File: config.mk
export PLATFORM = sky130hd
export DESIGN_NAME = dcf77_pulse_time_decoder_flat
export DESIGN_NICKNAME = d
export VERILOG_FILES = /design/src/hdl/dcf_pkg.sv /design/src/hdl/dcf_if.sv /design/src/hdl/dcf_cfg.sv /design/src/hdl/dcf_core.sv /design/src/hdl/dcf77_pulse_time_decoder.sv /design/src/flat_wrapper.sv
export SDC_FILE = /design/constraint.sdc
export NUM_CORES = 1
export LEC_CHECK = 0
export BUFFER_PORTS_ARGS = -buffer_cell sky130_fd_sc_hd__buf_2
export CORE_AREA = 10 10 228 230
export DETAILED_ROUTE_END_ITERATION = 6
export DIE_AREA = 0 0 238 240
export PLACE_DENSITY_LB_ADDON = 0.1
export REMOVE_ABC_BUFFERS = 1
export SYNTH_ARGS = -nofsm -noshare
export SYNTH_HDL_FRONTEND = slang
export SYNTH_SLANG_ARGS = --single-unit
File: constraint.sdc
create_clock -name i_clk -period 5.8 [get_ports i_clk]
set_clock_uncertainty 0.05 [all_clocks]
set_input_delay 0.29 -clock i_clk [delete_from_list [all_inputs] [get_ports i_clk]]
set_output_delay 0.29 -clock i_clk [all_outputs]
set_load 0.005 [all_outputs]
File: src/hdl/dcf_pkg.sv
// Shared types, constants and decode functions for the DCF77 pulse time decoder.
`timescale 1ns / 1ps
`default_nettype none
package dcf_pkg;

    localparam int TIME_WIDTH_DEF = 48;

    localparam int BIT_ONE_WIDTH  = 20;
    localparam int MIN_GAP_WIDTH  = 22;
    localparam int CFG_IDX_WIDTH  = 1;
    localparam int CFG_DATA_WIDTH = MIN_GAP_WIDTH;
    localparam int SHIFT_WIDTH    = 64;

    // Register indexes on the configuration channel.
    localparam logic [CFG_IDX_WIDTH-1:0] CFG_BIT_ONE_MIN = 1'd0;
    localparam logic [CFG_IDX_WIDTH-1:0] CFG_MIN_GAP_MIN = 1'd1;

    localparam logic [BIT_ONE_WIDTH-1:0] BIT_ONE_RESET = 20'd140000;
    localparam logic [MIN_GAP_WIDTH-1:0] MIN_GAP_RESET = 22'd1701000;

    localparam logic [5:0] SEC_LAST  = 6'd59;
    localparam logic [5:0] MIN_LAST  = 6'd59;
    localparam logic [4:0] HOUR_LAST = 5'd23;

    // Frame positions in the shift register at the time the gap is seen.
    localparam int MIN_FIELD_LSB  = 32;
    localparam int HOUR_FIELD_LSB = 25;

    localparam logic [6:0] MIN_WEIGHTS  [7] = '{7'd40, 7'd20, 7'd10, 7'd8, 7'd4, 7'd2, 7'd1};
    localparam logic [6:0] HOUR_WEIGHTS [6] = '{7'd20, 7'd10, 7'd8, 7'd4, 7'd2, 7'd1};

    typedef struct packed {
        logic [BIT_ONE_WIDTH-1:0] bit_one_min_us;
        logic [MIN_GAP_WIDTH-1:0] minute_gap_min_us;
    } t_cfg;

    typedef struct packed {
        logic [5:0] second_now;
        logic [5:0] minute_now;
        logic [4:0] hour_now;
        logic       bit_taken;
        logic       frame_done;
    } t_result;

    function automatic logic [5:0] decode_minute(input logic [6:0] field);
        logic [6:0] sum;
        sum = '0;
        for (int i = 0; i < 7; i++) begin
            if (field[i]) begin
                sum = sum + MIN_WEIGHTS[i];
            end
        end
        decode_minute = (sum > 7'(MIN_LAST)) ? 6'd0 : sum[5:0];
    endfunction

    function automatic logic [4:0] decode_hour(input logic [5:0] field);
        logic [6:0] sum;
        sum = '0;
        for (int i = 0; i < 6; i++) begin
            if (field[i]) begin
                sum = sum + HOUR_WEIGHTS[i];
            end
        end
        decode_hour = (sum > 7'(HOUR_LAST)) ? 5'd0 : sum[4:0];
    endfunction

endpackage
`default_nettype wire

File: src/hdl/dcf_if.sv
// Valid/ready channel interfaces for samples, results and configuration writes.
`timescale 1ns / 1ps
`default_nettype none
interface dcf_in_if #(
    parameter int TIME_WIDTH = dcf_pkg::TIME_WIDTH_DEF
);
    logic                  valid;
    logic                  ready;
    logic                  level;
    logic [TIME_WIDTH-1:0] time_us;

    modport source (output valid, level, time_us, input ready);
    modport sink   (input valid, level, time_us, output ready);
endinterface

interface dcf_out_if;
    logic       valid;
    logic       ready;
    logic [5:0] second_now;
    logic [5:0] minute_now;
    logic [4:0] hour_now;
    logic       bit_taken;
    logic       frame_done;

    modport source (output valid, second_now, minute_now, hour_now, bit_taken, frame_done,
                    input ready);
    modport sink   (input valid, second_now, minute_now, hour_now, bit_taken, frame_done,
                    output ready);
endinterface

interface dcf_cfg_if;
    logic                                valid;
    logic                                ready;
    logic [dcf_pkg::CFG_IDX_WIDTH-1:0]  index;
    logic [dcf_pkg::CFG_DATA_WIDTH-1:0] data;

    modport source (output valid, index, data, input ready);
    modport sink   (input valid, index, data, output ready);
endinterface
`default_nettype wire

File: src/hdl/dcf_cfg.sv
// Configuration register file: bit-one threshold and minute gap threshold.
`timescale 1ns / 1ps
`default_nettype none
module dcf_cfg (
    input  wire logic           i_clk,
    input  wire logic           i_rst_n,
    dcf_cfg_if.sink             i_cfg,
    output dcf_pkg::t_cfg       o_cfg
);

    dcf_pkg::t_cfg r_cfg;

    assign i_cfg.ready = 1'b1;
    assign o_cfg       = r_cfg;

    always_ff @(posedge i_clk) begin
        if (!i_rst_n) begin
            r_cfg.bit_one_min_us    <= dcf_pkg::BIT_ONE_RESET;
            r_cfg.minute_gap_min_us <= dcf_pkg::MIN_GAP_RESET;
        end else if (i_cfg.valid) begin
            case (i_cfg.index)
                dcf_pkg::CFG_BIT_ONE_MIN: begin
                    r_cfg.bit_one_min_us <= i_cfg.data[dcf_pkg::BIT_ONE_WIDTH-1:0];
                end
                dcf_pkg::CFG_MIN_GAP_MIN: begin
                    r_cfg.minute_gap_min_us <= i_cfg.data;
                end
                default: begin
                    r_cfg <= r_cfg;
                end
            endcase
        end
    end

endmodule
`default_nettype wire

File: src/hdl/dcf_core.sv
// Edge detection, pulse timing, bit shift register and clock counters.
`timescale 1ns / 1ps
`default_nettype none
module dcf_core #(
    parameter int TIME_WIDTH = dcf_pkg::TIME_WIDTH_DEF
) (
    input  wire logic                  i_clk,
    input  wire logic                  i_rst_n,
    input  wire logic                  i_accept,
    input  wire logic                  i_level,
    input  wire logic [TIME_WIDTH-1:0] i_time_us,
    input  dcf_pkg::t_cfg              i_cfg,
    output dcf_pkg::t_result           o_result
);

    logic                                r_last_level;
    logic [TIME_WIDTH-1:0]               r_pulse_start;
    logic [TIME_WIDTH-1:0]               r_pulse_end;
    logic [dcf_pkg::SHIFT_WIDTH-1:0]     r_bit_shift;
    logic [5:0]                          r_second;
    logic [5:0]                          r_minute;
    logic [4:0]                          r_hour;

    logic                                n_last_level;
    logic [TIME_WIDTH-1:0]               n_pulse_start;
    logic [TIME_WIDTH-1:0]               n_pulse_end;
    logic [dcf_pkg::SHIFT_WIDTH-1:0]     n_bit_shift;
    logic [5:0]                          n_second;
    logic [5:0]                          n_minute;
    logic [4:0]                          n_hour;
    logic                                n_taken;
    logic                                n_done;

    logic [TIME_WIDTH-1:0]               gap;
    logic [TIME_WIDTH-1:0]               pulse_len;
    logic                                bit_one;
    logic [dcf_pkg::SHIFT_WIDTH-1:0]     shifted;

    // Differences wrap with the timestamp width.
    assign gap       = i_time_us - r_pulse_end;
    assign pulse_len = i_time_us - r_pulse_start;
    assign bit_one   = pulse_len >= TIME_WIDTH'(i_cfg.bit_one_min_us);
    assign shifted   = {r_bit_shift[dcf_pkg::SHIFT_WIDTH-2:0], bit_one};

    always_comb begin
        n_last_level  = r_last_level;
        n_pulse_start = r_pulse_start;
        n_pulse_end   = r_pulse_end;
        n_bit_shift   = r_bit_shift;
        n_second      = r_second;
        n_minute      = r_minute;
        n_hour        = r_hour;
        n_taken       = 1'b0;
        n_done        = 1'b0;
        if (i_level != r_last_level) begin
            n_last_level = i_level;
            if (!i_level) begin
                n_pulse_start = i_time_us;
            end else begin
                n_pulse_end = i_time_us;
                n_taken     = 1'b1;
                if (gap >= TIME_WIDTH'(i_cfg.minute_gap_min_us)) begin
                    // Any minute carry is overwritten by the decoded frame.
                    n_done      = 1'b1;
                    n_second    = 6'd0;
                    n_bit_shift = '0;
                    n_minute    = dcf_pkg::decode_minute(
                        shifted[dcf_pkg::MIN_FIELD_LSB +: 7]);
                    n_hour      = dcf_pkg::decode_hour(
                        shifted[dcf_pkg::HOUR_FIELD_LSB +: 6]);
                end else begin
                    n_bit_shift = shifted;
                    if (r_second == dcf_pkg::SEC_LAST) begin
                        n_second = 6'd0;
                        if (r_minute == dcf_pkg::MIN_LAST) begin
                            n_minute = 6'd0;
                            n_hour   = (r_hour == dcf_pkg::HOUR_LAST) ? 5'd0 : r_hour + 5'd1;
                        end else begin
                            n_minute = r_minute + 6'd1;
                        end
                    end else begin
                        n_second = r_second + 6'd1;
                    end
                end
            end
        end
    end

    always_ff @(posedge i_clk) begin
        if (!i_rst_n) begin
            r_last_level  <= 1'b0;
            r_pulse_start <= '0;
            r_pulse_end   <= '0;
            r_bit_shift   <= '0;
            r_second      <= 6'd0;
            r_minute      <= 6'd0;
            r_hour        <= 5'd0;
        end else if (i_accept) begin
            r_last_level  <= n_last_level;
            r_pulse_start <= n_pulse_start;
            r_pulse_end   <= n_pulse_end;
            r_bit_shift   <= n_bit_shift;
            r_second      <= n_second;
            r_minute      <= n_minute;
            r_hour        <= n_hour;
        end
    end

    assign o_result.second_now = n_second;
    assign o_result.minute_now = n_minute;
    assign o_result.hour_now   = n_hour;
    assign o_result.bit_taken  = n_taken;
    assign o_result.frame_done = n_done;

endmodule
`default_nettype wire

File: src/hdl/dcf77_pulse_time_decoder.sv
// DCF77 pulse time decoder top level with its result register.
// Usage:
//   i_in carries one receiver sample per transfer: level (0 while the carrier
//   is reduced, 1 idle) and a free-running microsecond timestamp time_us.
//   o_out returns exactly one result per sample: second, minute and hour after
//   the sample, bit_taken when a pulse ended, frame_done when a minute gap
//   was seen and the time was decoded from the frame.
//   i_cfg writes index 0 (bit-one pulse length, us) or index 1 (minute gap,
//   us); it is always ready and should only be used while no sample is open.
// Output: the result of a sample is valid on o_out in the cycle after its
//   transfer. Throughput: one sample per clock while o_out is ready; all
//   the work sits in one compare-and-count stage ahead of the result register.
// Stall: when o_out is held off, the result stays in the register and i_in
//   drops ready; the next sample is taken in the same cycle the held result
//   leaves.
// Reset: synchronous, active low; clears all timing state and counters, and
//   loads the threshold registers with 140000 us and 1701000 us.
`timescale 1ns / 1ps
`default_nettype none
module dcf77_pulse_time_decoder #(
    parameter int TIME_WIDTH = dcf_pkg::TIME_WIDTH_DEF
) (
    input  wire logic   i_clk,
    input  wire logic   i_rst_n,
    dcf_in_if.sink      i_in,
    dcf_out_if.source   o_out,
    dcf_cfg_if.sink     i_cfg
);

    dcf_pkg::t_cfg    cfg;
    dcf_pkg::t_result result;
    dcf_pkg::t_result r_out;
    logic             r_out_valid;
    logic             accept;

    assign i_in.ready = !r_out_valid || o_out.ready;
    assign accept     = i_in.valid && i_in.ready;

    dcf_cfg u_cfg (
        .i_clk   (i_clk),
        .i_rst_n (i_rst_n),
        .i_cfg   (i_cfg),
        .o_cfg   (cfg)
    );

    dcf_core #(
        .TIME_WIDTH (TIME_WIDTH)
    ) u_core (
        .i_clk     (i_clk),
        .i_rst_n   (i_rst_n),
        .i_accept  (accept),
        .i_level   (i_in.level),
        .i_time_us (i_in.time_us),
        .i_cfg     (cfg),
        .o_result  (result)
    );

    always_ff @(posedge i_clk) begin
        if (!i_rst_n) begin
            r_out_valid <= 1'b0;
        end else if (accept) begin
            r_out_valid <= 1'b1;
        end else if (o_out.ready) begin
            r_out_valid <= 1'b0;
        end
    end

    always_ff @(posedge i_clk) begin
        if (accept) begin
            r_out <= result;
        end
    end

    assign o_out.valid      = r_out_valid;
    assign o_out.second_now = r_out.second_now;
    assign o_out.minute_now = r_out.minute_now;
    assign o_out.hour_now   = r_out.hour_now;
    assign o_out.bit_taken  = r_out.bit_taken;
    assign o_out.frame_done = r_out.frame_done;

    a_accept_gives_result : assert property (@(posedge i_clk) disable iff (!i_rst_n)
        accept |=> o_out.valid)
        else $error("accepted sample produced no result");

    a_done_implies_taken : assert property (@(posedge i_clk) disable iff (!i_rst_n)
        (o_out.valid && o_out.frame_done) |-> o_out.bit_taken)
        else $error("frame end without a pulse end");

    a_done_clears_second : assert property (@(posedge i_clk) disable iff (!i_rst_n)
        (o_out.valid && o_out.frame_done) |-> (o_out.second_now == 6'd0))
        else $error("second not cleared at frame end");

    a_time_in_range : assert property (@(posedge i_clk) disable iff (!i_rst_n)
        o_out.valid |-> (o_out.second_now <= dcf_pkg::SEC_LAST
                         && o_out.minute_now <= dcf_pkg::MIN_LAST
                         && o_out.hour_now <= dcf_pkg::HOUR_LAST))
        else $error("time count out of range");

    a_no_overwrite : assert property (@(posedge i_clk) disable iff (!i_rst_n)
        (o_out.valid && !o_out.ready) |-> !accept)
        else $error("held result overwritten");

endmodule
`default_nettype wire
File: src/flat_wrapper.sv
// flat-port wrapper written by rule: the top's interface ports become plain ports
module dcf77_pulse_time_decoder_flat 
#(
    parameter int TIME_WIDTH = dcf_pkg::TIME_WIDTH_DEF
)
  (i_clk, i_rst_n, i_in_valid, i_in_level, i_in_time_us, i_in_ready, o_out_valid, o_out_second_now, o_out_minute_now, o_out_hour_now, o_out_bit_taken, o_out_frame_done, o_out_ready, i_cfg_valid, i_cfg_index, i_cfg_data, i_cfg_ready);
  dcf_in_if #(.TIME_WIDTH(TIME_WIDTH)) i_in_i ();
  dcf_out_if o_out_i ();
  dcf_cfg_if i_cfg_i ();
  input  wire logic i_clk;
  input  wire logic i_rst_n;
  input wire logic [$bits(i_in_i.valid)-1:0] i_in_valid;
  input wire logic [$bits(i_in_i.level)-1:0] i_in_level;
  input wire logic [$bits(i_in_i.time_us)-1:0] i_in_time_us;
  output wire logic [$bits(i_in_i.ready)-1:0] i_in_ready;
  output wire logic [$bits(o_out_i.valid)-1:0] o_out_valid;
  output wire logic [$bits(o_out_i.second_now)-1:0] o_out_second_now;
  output wire logic [$bits(o_out_i.minute_now)-1:0] o_out_minute_now;
  output wire logic [$bits(o_out_i.hour_now)-1:0] o_out_hour_now;
  output wire logic [$bits(o_out_i.bit_taken)-1:0] o_out_bit_taken;
  output wire logic [$bits(o_out_i.frame_done)-1:0] o_out_frame_done;
  input wire logic [$bits(o_out_i.ready)-1:0] o_out_ready;
  input wire logic [$bits(i_cfg_i.valid)-1:0] i_cfg_valid;
  input wire logic [$bits(i_cfg_i.index)-1:0] i_cfg_index;
  input wire logic [$bits(i_cfg_i.data)-1:0] i_cfg_data;
  output wire logic [$bits(i_cfg_i.ready)-1:0] i_cfg_ready;
  assign i_in_i.valid = i_in_valid;
  assign i_in_i.level = i_in_level;
  assign i_in_i.time_us = i_in_time_us;
  assign i_in_ready = i_in_i.ready;
  assign o_out_valid = o_out_i.valid;
  assign o_out_second_now = o_out_i.second_now;
  assign o_out_minute_now = o_out_i.minute_now;
  assign o_out_hour_now = o_out_i.hour_now;
  assign o_out_bit_taken = o_out_i.bit_taken;
  assign o_out_frame_done = o_out_i.frame_done;
  assign o_out_i.ready = o_out_ready;
  assign i_cfg_i.valid = i_cfg_valid;
  assign i_cfg_i.index = i_cfg_index;
  assign i_cfg_i.data = i_cfg_data;
  assign i_cfg_ready = i_cfg_i.ready;
  dcf77_pulse_time_decoder #(.TIME_WIDTH(TIME_WIDTH)) u_core (.i_clk(i_clk), .i_rst_n(i_rst_n), .i_in(i_in_i), .o_out(o_out_i), .i_cfg(i_cfg_i));
endmodule
==> results of run 1 <==
[metrics by stage]
stage	cells	setup slack, ps	instance area [um2]
after floorplan	2068	735	15900
after global placement	2801	146	17400
after detailed placement	2801	8.20	17400
after CTS	2925	18.0	19100
after global routing	2925	17.4	19200
final	2925	387	19200
[timing repair]
| action | in CTS | in global routing |
|---|---|---|
| gates resized for setup | 0 | 12 |
| hold buffers | 70 | 0 |
| endpoints found under the setup margin | 0 | 63 |
| endpoints found under the hold margin | 137 | 0 |
| setup buffers | 0 | 0 |
[cell type report]
cell class	count	area [um2]	share of cell area, %
Sequential cell	214	4470	23.3
Clock inverter	12	161	0.842
Multi-Input combinational cell	1692	10900	56.9
Timing Repair Buffer	188	1370	7.15
Tap cell	615	769	4.01
Clock buffer	42	886	4.62
Inverter	162	608	3.17
[synthesized netlist by cell type, drive strengths merged, types with 4 or more instances]
library cell / number / area (um2)
a2111oi: 8 / 76.3
a211o: 4 / 35.0
a211oi: 13 / 97.6
a21boi: 176 / 1330
a21o: 54 / 405
a21oi: 127 / 651
a221oi: 5 / 43.8
a22oi: 4 / 30.0
a31oi: 21 / 131
a41oi: 4 / 35.0
and2: 16 / 100
and3: 21 / 138
buf: 19 / 126
clkbuf: 97 / 364
dfxtp: 195 / 3900
edfxtp: 19 / 571
ha: 149 / 1860
inv: 162 / 608
mux2: 12 / 135
mux2i: 11 / 110
nand2: 451 / 1700
nand2b: 16 / 100
nand3: 88 / 440
nand4: 38 / 238
nor2: 75 / 282
nor2b: 17 / 106
nor3: 26 / 130
nor3b: 10 / 75.1
nor4: 7 / 50.1
o2111ai: 4 / 35.0
o211a: 9 / 90.1
o211ai: 29 / 218
o21a: 20 / 150
o21ai: 93 / 465
o21bai: 11 / 82.6
o221ai: 6 / 58.8
o22ai: 6 / 37.5
o311ai: 5 / 43.8
o31a: 7 / 61.3
o31ai: 9 / 67.6
or2: 7 / 43.8
or3: 13 / 86.3
xnor2: 40 / 350
xor2: 39 / 342
[per-layer routing]
layer / track usage, % / part of all wire [%] / vias to the layer above
li1: - / - / 7868
met1: 24.5 / 49 / 7303
met2: 29.7 / 45 / 269
met3: 2.16 / 3.7 / 64
met4: 3.98 / 2.2 / 0
met5: 0 / 0 / -
[report_power, final]
group          leakage [nW]  internal [W]  switching (W)  total, W
Clock                 0.511       0.00120       0.000737   0.00193
Sequential             1.77       0.00154      0.0000229   0.00156
Combinational          5.01      0.000410       0.000642   0.00105
[cell families (layout without fill, tap and decap cells)]
group	after synthesis	count (layout)	share of synthesized area, %
adders and majority gates	151	151	11.6
other	1	1	0.0229
and+or+nand+nor	797	797	21.9
muxes	23	23	1.50
buffers and inverters	278	404	6.70
AOI/OAI and AO/OA	641	641	26.8
DFF	214	214	27.3
xor gates and xnor gates	79	79	4.22
[worst max-delay path: stages]
cell	delay, ps
dlygate4sd3_1	530
buf_2	150
ha_1	420
nand3_1	140
nor2_1	340
o2111a_1	300
o31ai_4	110
nand2_2	110
a41oi_1	160
xnor2_1	180
ha_1	260
a2111o_1	300
a211oi_1	290
buf_4	180
o311ai_0	120
a2111oi_1	300
o2111ai_1	170
a41oi_1	190
nand4_1	120
nor4_1	300
buf_4	170
nand4b_1	90
or3_1	360
o31a_1	240
[flip-flops by register name (all words and copies together) (netlist names), 6 cells and up]
signal,flops
u_core.u_core.r_pulse_start,48
u_core.u_core.r_bit_shift,38
u_core.u_cfg.o_cfg,42
u_core.o_out.minute_now,6
u_core.o_out.second_now,6
u_core.u_core.r_minute,6
u_core.u_core.r_pulse_end,48
u_core.u_core.r_second,6
[worst paths after layout]
kind,to,slack [ps]
hold reg to reg,u_core.u_core.r_bit_shift[18],400
hold / removal,u_core.u_core.r_pulse_end[1],100
setup reg to reg,u_core.u_core.r_bit_shift[0],410
setup / recovery,u_core.u_core.r_bit_shift[0],390
==> impl_metrics.json, run 1 <==
{
  "layout_common_cells": "nand2_1, dfxtp_1, inv_1, ha_1, a21boi_0",
  "start_kind": "primary input",
  "first_iter_violations": 976,
  "relSlewSlack_pct": 25.9,
  "grt_util_all_layers_pct": 17.9,
  "r2r_cells": 23,
  "hold_start": "i_in_time_us[1]",
  "syn_to_final_growth_pct": 16.9,
  "insertion_delay_ps": 580,
  "crit-reg2reg-launch": "u_core.u_core.r_pulse_start[7]",
  "nets": 2515,
  "rows": 80,
  "drive_gt1_share_pct": 9.13,
  "clockRootBuffer": "clkbuf_16",
  "pwr_density_cell_nw_per_um2": 237,
  "critPathKind": "primary input to register",
  "numCtsBuffers": 29,
  "fillers": 4947,
  "vias": 15500,
  "maxSlewViolCount": 0,
  "crit_path_start": "i_in_time_us[7]",
  "grt_overflow": 0,
  "cp_max_fo": 8,
  "antenna_found_initial": 0,
  "die_area_um2": 57100,
  "async_reset_ff_share_pct": 0,
  "synth-edff-count": 19,
  "hold_violations": 0,
  "grt_pass1_wl_um": 83300,
  "critPathArrivalTime_ps": 5840,
  "pin_count": 99,
  "place.gp.congestion": 0.903,
  "drt_wl_total_um": 52500,
  "critPathCaptureType": "register",
  "synth_flop_cell": "dfxtp_1",
  "drc": 0,
  "coreArea_um2": 47300,
  "worstMarginPinSlew_ps": 1110,
  "firstDrtPassIters": 5,
  "setup_tns_ps": 0,
  "fmax_ghz": 0.185,
  "first_global_vias": 15100,
  "whs_ps": 102,
  "avgSynthCellArea_um2": 7.51,
  "wl_per_cell_um": 17.9,
  "synth_cell_types": 87,
  "synth-warning-count": 0,
  "drv_cap": 0,
  "cts_tree": "built",
  "syn_inst": 2184,
  "hpwlAfterDp_um": 39500,
  "htreeDepth": 1,
  "synth-seq-cells": 214,
  "outcome": "finished clean",
  "layout_commonest_cell": "nand2_1",
  "cts_sinks": 214,
  "hold_depth": 4,
  "diodes": 0,
  "viasPerCell": 5.30,
  "leakage_nw": 7.29,
  "clk_pin_slew_ps": 70,
  "portBuffers": 97,
  "syn_area_um2": 16400,
  "yosysSeqAreaShare_pct": 27.3,
  "total_power_w": 0.00455,
  "grt_max_degree": 90,
  "die_w_um": 238,
  "die_h_um": 240,
  "ir_worst_vdd_uv": 194,
  "period_minus_slack_ps": 5410,
  "setup_viol": 0,
  "start_util_pct": 34.6,
  "rsz0062_at_grt": "false",
  "ant_nets": 0,
  "fin_crit_sh_pct": 93.3,
  "cts_buffer_depth": 3,
  "hold_path.class": "primary input to register",
  "fin_util_pct": 40.5,
  "crit_required_ps": 6230
}
No activity file was read; power rests on OpenSTA's default activity.
==> run 2: changes to the inputs <==
Settings changed: RECOVER_POWER from default to 50.
Clock period 5.8 ns to 4.5 ns, I/O delays scaled along.
==> impl_metrics.json, run 2 (synthesis results as in run 1) <==
{
  "start_util_pct": 34.6,
  "pin_count": 99,
  "leakage_nw": 8.34,
  "drc": 0,
  "wl_per_cell_um": 18.0,
  "rows": 80,
  "outcome": "finished, violations left",
  "maxSlewViolCount": 129,
  "cp_max_fo": 6,
  "htreeDepth": 1,
  "firstDrtPassIters": 5,
  "setup_slack_ps": -423,
  "setup_tns_ps": -19950,
  "syn_to_final_growth_pct": 31.2,
  "first_iter_violations": 851,
  "whs_ps": 38.6,
  "place.gp.congestion": 0.970,
  "antenna_found_initial": 0,
  "portBuffers": 97,
  "worstMarginPinSlew_ps": 2780,
  "fin_crit_sh_pct": 109,
  "grt_overflow": 0,
  "clk_pin_slew_ps": 60,
  "insertion_delay_ps": 570,
  "crit_required_ps": 4950,
  "die_h_um": 240,
  "violations": "capacitance limit, slew limit, setup timing",
  "pwr_density_cell_nw_per_um2": 280,
  "drt_wl_total_um": 56400,
  "path_cells": "inv_2 -> ha_4 -> o21a_1 -> o211ai_1 -> a311oi_4 -> o21a_1 -> nand2b_4 -> a21oi_2 -> xnor2_1 -> ha_1 -> a2111oi_2 -> buf_4 -> o311ai_2 -> or4_1 -> nor4_2 -> nand4_1 -> nor4_2 -> and3_4 -> buf_12 -> buf_12 -> mux2_4 -> o21ai_1 -> and2_1",
  "layout_commonest_cell": "nand2_1",
  "die_w_um": 238,
  "setup_viol": 73,
  "nets": 2724,
  "critPathCaptureType": "register",
  "period_minus_slack_ps": 4920,
  "ant_nets": 0,
  "cts_buffer_depth": 3,
  "stdcell_count": 3133,
  "viasPerCell": 5.26,
  "cts_tree": "built",
  "top_layer_used": "met4",
  "numCtsBuffers": 28,
  "clockRootBuffer": "clkbuf_16",
  "vias": 16500,
  "diodes": 0,
  "grt_pass1_wl_um": 89200,
  "wl_met1_um": 27100,
  "place_inst": 3005,
  "wl_met3_um": 2210,
  "grt_max_degree": 71,
  "met2_length_um": 25500,
  "coreArea_um2": 47300,
  "critPathKind": "register to register",
  "critPathMaxStageDelay_ps": 420,
  "hold_path.class": "primary input to register",
  "fin_util_pct": 45.5,
  "fmax_ghz": 0.203,
  "hold_violations": 0,
  "drv_cap": 2,
  "die_area_um2": 57100,
  "grt_util_all_layers_pct": 19.3,
  "post-place-ws_ps": -1080,
  "cts_sinks": 214,
  "relSlewSlack_pct": -85.1,
  "drive_gt1_share_pct": 21.4,
  "start_kind": "register",
  "layout_common_cells": "nand2_1, buf_4, dfxtp_1, inv_1, ha_1",
  "ir_worst_vdd_uv": 304,
  "critPathArrivalTime_ps": 5380,
  "worst_path_max_delay_cell": "or4_1",
  "hpwlAfterDp_um": 42200,
  "rsz0062_at_grt": "true",
  "first_global_vias": 16200
}
run 2: worst max-delay path, delay by kind of cell (launching register included):
kind                     cells  cell delay [ps]
AO/OA/AOI/OAI                8             1430
XOR/XNOR                     1              140
adder cells (fa/ha/maj)      2              590
buffers and inverters        4              480
flip-flops                   1              330
multiplexers                 1              310
AND/OR/NAND/NOR              7             1490
run 2: area by class of cell:
cell class,count,area [um2]
Fill cell,4828,25800
Multi-Input combinational cell,1692,11600
Sequential cell,214,4480
Timing Repair Buffer,398,3070
Clock buffer,42,866
Tap cell,615,769
Inverter,162,608
Clock inverter,10,121
run 2: what timing repair did:
action                                  CTS  global route
endpoints found under the setup margin   73            73
pin swaps                                86            56
hold endpoints to repair                107             0
hold buffers                             58             0
gates resized for setup                 142            75
setup buffers                            12             7
gates cloned                              6             0
run 2: path summary, 6_finish.rpt:
kind                                                     from                             to  slack [ps]  depth (start not counted)
worst max-delay path             u_core.u_core.r_pulse_end[6]        u_core.u_core.r_hour[4]        -420                         23
worst min-delay path                          i_in_time_us[7]   u_core.u_core.r_pulse_end[7]          40                          4
worst max register to register   u_core.u_core.r_pulse_end[6]        u_core.u_core.r_hour[4]        -420                         23
worst min register to register  u_core.u_core.r_bit_shift[22]  u_core.u_core.r_bit_shift[22]         410                          2
run 2: metrics by stage:
stage | cell area, um2 | total power, W
after floorplan | 15900 | 0.00290
after global placement | 18900 | 0.00355
after detailed placement | 18900 | 0.00355
after CTS | 21300 | 0.00606
after global routing | 21500 | 0.00633
final | 21500 | 0.00602
run 2: metal layers:
layer  vias up  GRT usage, %
li1       8293             -
met1      7751          25.7
met2       339          31.9
met3        88          2.47
met4         0          5.61
met5         -             0
run 2: power by group:
group          leakage [nW]  internal (W)  switching (W)
combinational          6.09      0.000719       0.000920
sequential             1.78       0.00198      0.0000305
clock                 0.473       0.00144       0.000928
total                  8.34       0.00414        0.00188
